**src/sv/sxfb_pkg.sv**
```systemverilog
// ----------------------------------------------------------------------------
// sxfb_pkg
// Shared types and constants for the sprite XOR framebuffer.
// ----------------------------------------------------------------------------
package sxfb_pkg;

  localparam int SCREEN_WIDTH_DEF  = 64;
  localparam int SCREEN_HEIGHT_DEF = 32;

  localparam int ROW_BITS    = 64;
  localparam int SPRITE_BITS = 8;

  localparam logic [1:0] CMD_CLEAR = 2'd0;
  localparam logic [1:0] CMD_DRAW  = 2'd1;
  localparam logic [1:0] CMD_READ  = 2'd2;

  typedef struct packed {
    logic [1:0]             command;
    logic [5:0]             x_pos;
    logic [4:0]             y_pos;
    logic [SPRITE_BITS-1:0] sprite_byte;
    logic                   first_row;
  } cmd_item_t;

  typedef struct packed {
    logic                collision;
    logic [ROW_BITS-1:0] row_data;
  } res_item_t;

  typedef enum logic {
    S_IDLE,
    S_EXEC
  } state_t;

endpackage

```
**src/sv/sxfb_ram.sv**
```systemverilog
// ----------------------------------------------------------------------------
// sxfb_ram
// Generic single-port-write, single-port-read RAM with registered read data.
// ----------------------------------------------------------------------------
module sxfb_ram #(
  parameter int WIDTH = 64,
  parameter int DEPTH = 32,
  localparam int AW = (DEPTH > 1) ? $clog2(DEPTH) : 1
) (
  input  logic             clk,
  input  logic             we,
  input  logic [AW-1:0]    waddr,
  input  logic [WIDTH-1:0] wdata,
  input  logic             re,
  input  logic [AW-1:0]    raddr,
  output logic [WIDTH-1:0] rdata
);

  logic [WIDTH-1:0] mem [DEPTH];

  always_ff @(posedge clk) begin
    if (we) begin
      mem[waddr] <= wdata;
    end
    if (re) begin
      rdata <= mem[raddr];
    end
  end

endmodule

```
**src/sv/sprite_xor_framebuffer_unit.sv**
```systemverilog
// ----------------------------------------------------------------------------
// sprite_xor_framebuffer_unit
// Monochrome framebuffer with XOR sprite drawing, clear and row read-back.
// ----------------------------------------------------------------------------
// Each item is one command and gives exactly one result item. An item first
// reads the addressed row from the row RAM as it is accepted; then, in the
// execute state, the shared mask/XOR unit updates the row, writes it back on
// an in-range draw and loads the result register, waiting while the previous
// result has not been taken. Clearing the screen leaves the row RAM alone:
// every row has a valid bit and clear drops them all, so invalid rows read as
// zero. Rows at or beyond the screen height are never drawn and read as zero.
module sprite_xor_framebuffer_unit
  import sxfb_pkg::*;
#(
  parameter int SCREEN_WIDTH  = SCREEN_WIDTH_DEF,
  parameter int SCREEN_HEIGHT = SCREEN_HEIGHT_DEF
) (
  input  logic      clk,
  input  logic      rst,
  input  logic      cmd_valid,
  output logic      cmd_ready,
  input  cmd_item_t cmd,
  output logic      res_valid,
  input  logic      res_ready,
  output res_item_t res
);

  localparam int ROW_AW = (SCREEN_HEIGHT > 1) ? $clog2(SCREEN_HEIGHT) : 1;
  localparam logic [6:0] HEIGHT_LIM = 7'(SCREEN_HEIGHT);
  localparam logic [ROW_BITS-1:0] WIDTH_MASK = ~({ROW_BITS{1'b1}} >> SCREEN_WIDTH);

  state_t state, state_next;

  cmd_item_t cur;
  logic      cur_in_range;
  logic      cur_valid;
  logic      collision_seen, collision_next;
  logic [SCREEN_HEIGHT-1:0] row_valid;

  logic [6:0]          y_ext;
  logic [ROW_AW-1:0]   y_addr;
  logic [6:0]          cur_y_ext;
  logic [ROW_AW-1:0]   cur_addr;
  logic                accept;
  logic                slot_free;
  logic                finish;
  logic                ram_we;
  logic [ROW_BITS-1:0] ram_rdata;
  logic [ROW_BITS-1:0] row_old;
  logic [ROW_BITS-1:0] sprite_mask;
  logic [ROW_BITS-1:0] row_new;
  logic                hit;

  assign y_ext     = {2'b00, cmd.y_pos};
  assign y_addr    = y_ext[ROW_AW-1:0];
  assign cur_y_ext = {2'b00, cur.y_pos};
  assign cur_addr  = cur_y_ext[ROW_AW-1:0];

  assign cmd_ready = (state == S_IDLE);
  assign accept    = cmd_valid && cmd_ready;
  assign slot_free = !res_valid || res_ready;
  assign finish    = (state == S_EXEC) && slot_free;

  sxfb_ram #(
    .WIDTH (ROW_BITS),
    .DEPTH (SCREEN_HEIGHT)
  ) u_rows (
    .clk   (clk),
    .we    (ram_we),
    .waddr (cur_addr),
    .wdata (row_new),
    .re    (accept),
    .raddr (y_addr),
    .rdata (ram_rdata)
  );

  // Shared mask and XOR unit: the sprite byte lands MSB first at x_pos, and
  // anything past the right edge of the screen is clipped away.
  always_comb begin
    row_old     = cur_valid ? ram_rdata : '0;
    sprite_mask = ({cur.sprite_byte, {(ROW_BITS - SPRITE_BITS){1'b0}}} >> cur.x_pos)
                  & WIDTH_MASK;
    hit         = |(row_old & sprite_mask);
    row_new     = row_old ^ sprite_mask;
  end

  assign ram_we = finish && (cur.command == CMD_DRAW) && cur_in_range;

  always_comb begin
    collision_next = collision_seen;
    if (cur.command == CMD_DRAW) begin
      if (cur.first_row) begin
        collision_next = 1'b0;
      end
      if (cur_in_range && hit) begin
        collision_next = 1'b1;
      end
    end
  end

  always_comb begin
    state_next = state;
    case (state)
      S_IDLE: begin
        if (accept) begin
          state_next = S_EXEC;
        end
      end
      S_EXEC: begin
        if (slot_free) begin
          state_next = S_IDLE;
        end
      end
      default: state_next = S_IDLE;
    endcase
  end

  always_ff @(posedge clk) begin
    if (rst) begin
      state <= S_IDLE;
    end else begin
      state <= state_next;
    end
  end

  always_ff @(posedge clk) begin
    if (accept) begin
      cur          <= cmd;
      cur_in_range <= (y_ext < HEIGHT_LIM);
      cur_valid    <= row_valid[y_addr];
    end
  end

  always_ff @(posedge clk) begin
    if (rst) begin
      row_valid      <= '0;
      collision_seen <= 1'b0;
    end else if (finish) begin
      collision_seen <= collision_next;
      if (cur.command == CMD_CLEAR) begin
        row_valid <= '0;
      end else if (ram_we) begin
        row_valid[cur_addr] <= 1'b1;
      end
    end
  end

  always_ff @(posedge clk) begin
    if (rst) begin
      res_valid <= 1'b0;
    end else if (finish) begin
      res_valid <= 1'b1;
    end else if (res_ready) begin
      res_valid <= 1'b0;
    end
  end

  always_ff @(posedge clk) begin
    if (finish) begin
      res.collision <= collision_next;
      res.row_data  <= ((cur.command == CMD_READ) && cur_in_range) ? row_old : '0;
    end
  end

`ifndef SYNTHESIS
  a_accept_exec: assert property (@(posedge clk) disable iff (rst)
    accept |=> (state == S_EXEC))
    else $error("accepted item did not move the sequencer to execute");

  a_hold_exec: assert property (@(posedge clk) disable iff (rst)
    ((state == S_EXEC) && !slot_free) |=> (state == S_EXEC))
    else $error("sequencer left execute while the result register was full");

  a_write_draw: assert property (@(posedge clk) disable iff (rst)
    ram_we |-> ((state == S_EXEC) && (cur.command == CMD_DRAW) && cur_in_range))
    else $error("row write outside an in-range draw");

  a_zero_row: assert property (@(posedge clk) disable iff (rst)
    (finish && (cur.command != CMD_READ)) |=> (res.row_data == '0))
    else $error("non-read item gave non-zero row data");
`endif

endmodule
```
**config.mk**
```make
export PLATFORM = sky130hd
export DESIGN_NAME = sprite_xor_framebuffer_unit
export DESIGN_NICKNAME = d
export VERILOG_FILES = /design/src/sv/sxfb_pkg.sv /design/src/sv/sxfb_ram.sv /design/src/sv/sprite_xor_framebuffer_unit.sv
export SDC_FILE = /design/constraint.sdc
export NUM_CORES = 2
export LEC_CHECK = 0
export BUFFER_PORTS_ARGS = -buffer_cell sky130_fd_sc_hd__buf_2
export CELL_PAD_IN_SITES_DETAIL_PLACEMENT = 2
export CELL_PAD_IN_SITES_GLOBAL_PLACEMENT = 2
export CORE_ASPECT_RATIO = 1.75
export CORE_MARGIN = 2
export CORE_UTILIZATION = 46
export CTS_CLUSTER_SIZE = 28
export DETAILED_ROUTE_END_ITERATION = 8
export GPL_ROUTABILITY_DRIVEN = 0
export PLACE_DENSITY = 0.84
export SYNTH_ARGS = -nofsm -noshare
export SYNTH_HDL_FRONTEND = slang
export SYNTH_SLANG_ARGS = --single-unit
```
**constraint.sdc**
```tcl
create_clock -name clk -period 4.71 [get_ports clk]
set_input_delay 0.7065 -clock clk [delete_from_list [all_inputs] [get_ports clk]]
set_output_delay 0.7065 -clock clk [all_outputs]
set_load 0.01 [all_outputs]
```
==> summary.md <==
| Metric | Value |
|---|---|
| Final Slew Violations | `99` |
| Power density over cell area | `437 nW/um2` |
| Largest net degree at the start of global routing | `108` |
| First-pass DRT Iterations | `8` |
| CORE AREA | `187000 um2` |
| Vias in the first global route | `51.0k` |
| Fillers | `15.7k` |
| Area occupied by multi-input gates | `18700 um2` |
| Count of non-filler cells in the finished layout | `6836` |
| Syn avg cell area | `21.7 um2` |
| Die Height | `577 um` |
| Worst setup margin | `-0.267 ns` |
| Total design power | `42.6 mW` |
| Slew headroom | `-20.5%` |
| Die extent in x | `331 um` |
| P_leak | `31.2 nW` |
| Gr busiest metal | `met2` |
| Placed cell area | `90900 um2` |
| Antenna-violating nets left | `0` |
| GRT overflow | `0` |
| Crit Path Max Fanout | `5` |
| Initial antenna violation count | `42` |
| Cell taking the most area after synthesis | `edfxtp_1` |
| Total track usage | `37.2%` |
| Met2 usage | `61.7%` |
| Die area | `191000 um2` |
| Post-synth top area share | `76.6%` |
| Power share of the clock group | `40.4%` |
| DR vias | `50.1k` |
| Wire per inst | `53.1 um` |
| Failing checks | `capacitance limit, slew limit, setup timing` |
| CP startpoint kind | `flip-flop` |
| M3 GR Usage | `7.69%` |
| Synth Register Bits | `2235` |
| Mapped Cells | `3980` |
| Flop pwr share | `52.8%` |
| Clock root cell | `clkbuf_16` |
| Synthesis warning total | `0` |
| Min-delay worst type | `in2reg` |
| Clk_lat worst skew | `0.90 ns` |
| H-tree levels | `4` |
| Critical Path End Type | `flip-flop` |
| Synth Cell Area | `86200 um2` |
| Slew @ Worst Pin | `1.81 ns` |
| Switch Pwr | `10.5 mW` |
| CP required | `5.27 ns` |
| Register area share after synthesis | `77.4%` |
| Logic gate share of total power | `6.8%` |
| Drt initial violations | `8944` |
| CTS tree | `built` |
| # DRC | `0` |
| Final count of negative-setup-slack endpoints | `2` |
| GRT met1 Usage | `45.8%` |
| Synthesized Nets | `4070` |
| # port buffers | `92` |
| CP arrival | `5.54 ns` |
| Finished Cell Area | `97300 um2` |
| Max Cap Viol | `3` |
| Total Wirelength | `363 mm` |
| Hold Fails Final Rpt | `0` |
| Register area | `66800 um2` |
| VDD IR-drop max | `299 uV` |
| I/O pins | `93` |
| Synth top area cells | `edfxtp_1, mux4_2, mux2i_1` |
| First-pass GRT wire length | `478 mm` |
| Clk slew on worst S/H paths | `0.08 ns` |
| Cell internal pwr | `32.0 mW` |
| Final nets | `4305` |
| Post-Place Cells | `6437` |
| Distinct cells, synth | `47` |
| Initial cell density of the core | `46.2%` |
| Clock skew | `0.0748 ns` |
| Final Cycle Share | `106%` |
| Num Clock Sinks | `2235` |
| Ratio of cells with drive above 1 in the final layout | `26.0%` |
| DP Wirelength | `199 mm` |
| Setup CP Type | `reg2reg` |
| Syn-to-layout area delta | `12.9%` |
| Sw Share | `24.8%` |
| Via-to-Cell Ratio | `7.34` |
| Fmax | `201 MHz` |
| Site row count | `210` |
| Longest Clk Path Bufs | `4` |
| Sum of negative setup slack | `-0.446 ns` |
| Min cycle time layout | `4.98 ns` |
| Status | `complete, but fails checks` |
| Cts bufs inserted | `205` |
-- cell usage after synthesis, drive strengths merged --
library cell  number
o21ai             42
and4               1
clkbuf           123
mux2i            126
a211oi            23
inv                6
o22ai             23
nand2             64
ha                64
nor2             104
nor3               3
a32o              11
nor2b             22
and2             144
nand3              7
o21a              34
a22oi             63
a32oi              8
or3                1
a221oi            23
mux2              12
nor3b              4
a2bb2oi            2
nand2b            11
or2               36
nand4              6
o22a               1
o31ai              2
or3b               1
a31oi              4
edfxtp          2200
a21oi             70
nand3b             1
a22o              11
buf              105
nor4              18
nand4b             1
mux4             496
dfxtp             35
and3               1
o221ai            71
-- stage by stage --
| stage | worst slack (ns) | hold slack [ns] | utilization (%) |
|---|---|---|---|
| floorplan | -0.230 | 0.422 | - |
| global placement | 0.508 | 0.442 | 48.7 |
| detailed placement | 0.0255 | 0.482 | 48.7 |
| CTS | 0.0384 | 0.0106 | 52.1 |
| global route | -0.0123 | 0.0355 | 52.2 |
| finish | -0.267 | 0.0464 | 52.2 |
-- area by class of cell --
cell class / count / share of cell area [%]
inverters: 6 / 0.0283
well taps: 2438 / 3.13
repair buffers: 256 / 2.52
diodes: 23 / 0.0591
flip-flops and latches: 2235 / 68.6
clock buffers: 255 / 5.57
multi-input cells: 1511 / 19.2
clock inverters: 112 / 0.905
-- final timing paths --
kind	from	to	slack, ns	cells after the start
max	cur[14]	res[64]	-0.27	11
min	cmd[21]	cur[21]	0.05	1
max reg2reg	cur[14]	res[64]	-0.27	11
min reg2reg	row_valid[10]	row_valid[10]	0.50	1
-- placed cells by master (no fill, tap or decap), types with 44 or more instances in the layout --
master	Yosys	routed
mux2i_1	126	126
edfxtp_1	2200	2200
clkinv_2	0	44
o221ai_1	71	71
mux4_2	496	496
a22oi_1	63	63
nand2_1	64	64
buf_2	61	87
ha_1	64	61
clkbuf_16	0	207
and2_1	144	140
nor2_1	104	71
buf_12	0	55
buf_4	21	109
a21oi_1	70	69
-- power groups by stage --
stage | Clock (mW) | Combinational, mW | Sequential, mW
floorplan | 0 | 1.46 | 22.8
global placement | 0 | 2.36 | 22.9
detailed placement | 0 | 2.67 | 22.9
CTS | 17.2 | 2.77 | 22.5
global route | 17.7 | 2.92 | 22.5
finish | 17.2 | 2.90 | 22.5
-- state kept, by name, indices dropped and copies added (netlist names) --
name	cells
res	65
cur_addr	5
res_valid	1
cur_valid	1
u_rows.rdata	64
collision_seen	1
state	1
u_rows.mem	2048
row_valid	32
cur	17
-- layer usage --
layer,wire [um],vias up,part of all wire (%)
met2,175000,4830,48
met4,24700,28,6.8
met3,39400,1256,11
met1,124000,26800,34
li1,-,17200,-
met5,182,-,0.050
-- worst max-delay path: stages, from the launching register on --
cell,delay (ns)
edfxtp_1,0.50
buf_4,0.21
mux4_2,0.56
mux2_2,0.37
a22oi_1,0.72
nor2_1,0.19
ha_1,0.28
nor4_1,0.59
nand4_1,0.32
nor4_1,0.56
buf_4,0.23
o21ai_0,0.12
-- cells by family after synthesis --
| group | after synthesis | share of synthesized area (%) |
|---|---|---|
| AO/OA/AOI/OAI | 388 | 3.21 |
| buffers and inverters | 234 | 1.23 |
| AND/OR/NAND/NOR | 425 | 2.60 |
| flip-flops | 2235 | 77.4 |
| adder cells (fa/ha/maj) | 64 | 0.929 |
| multiplexers | 634 | 14.6 |
-- repair_timing --
action,in CTS,in global routing
buffers inserted,7,0
hold buffers,0,0
endpoints found under the setup margin,2,34
endpoints found under the hold margin,0,0
resized for setup,0,4
cloned,0,0
Power figures use the tool's default switching activity.
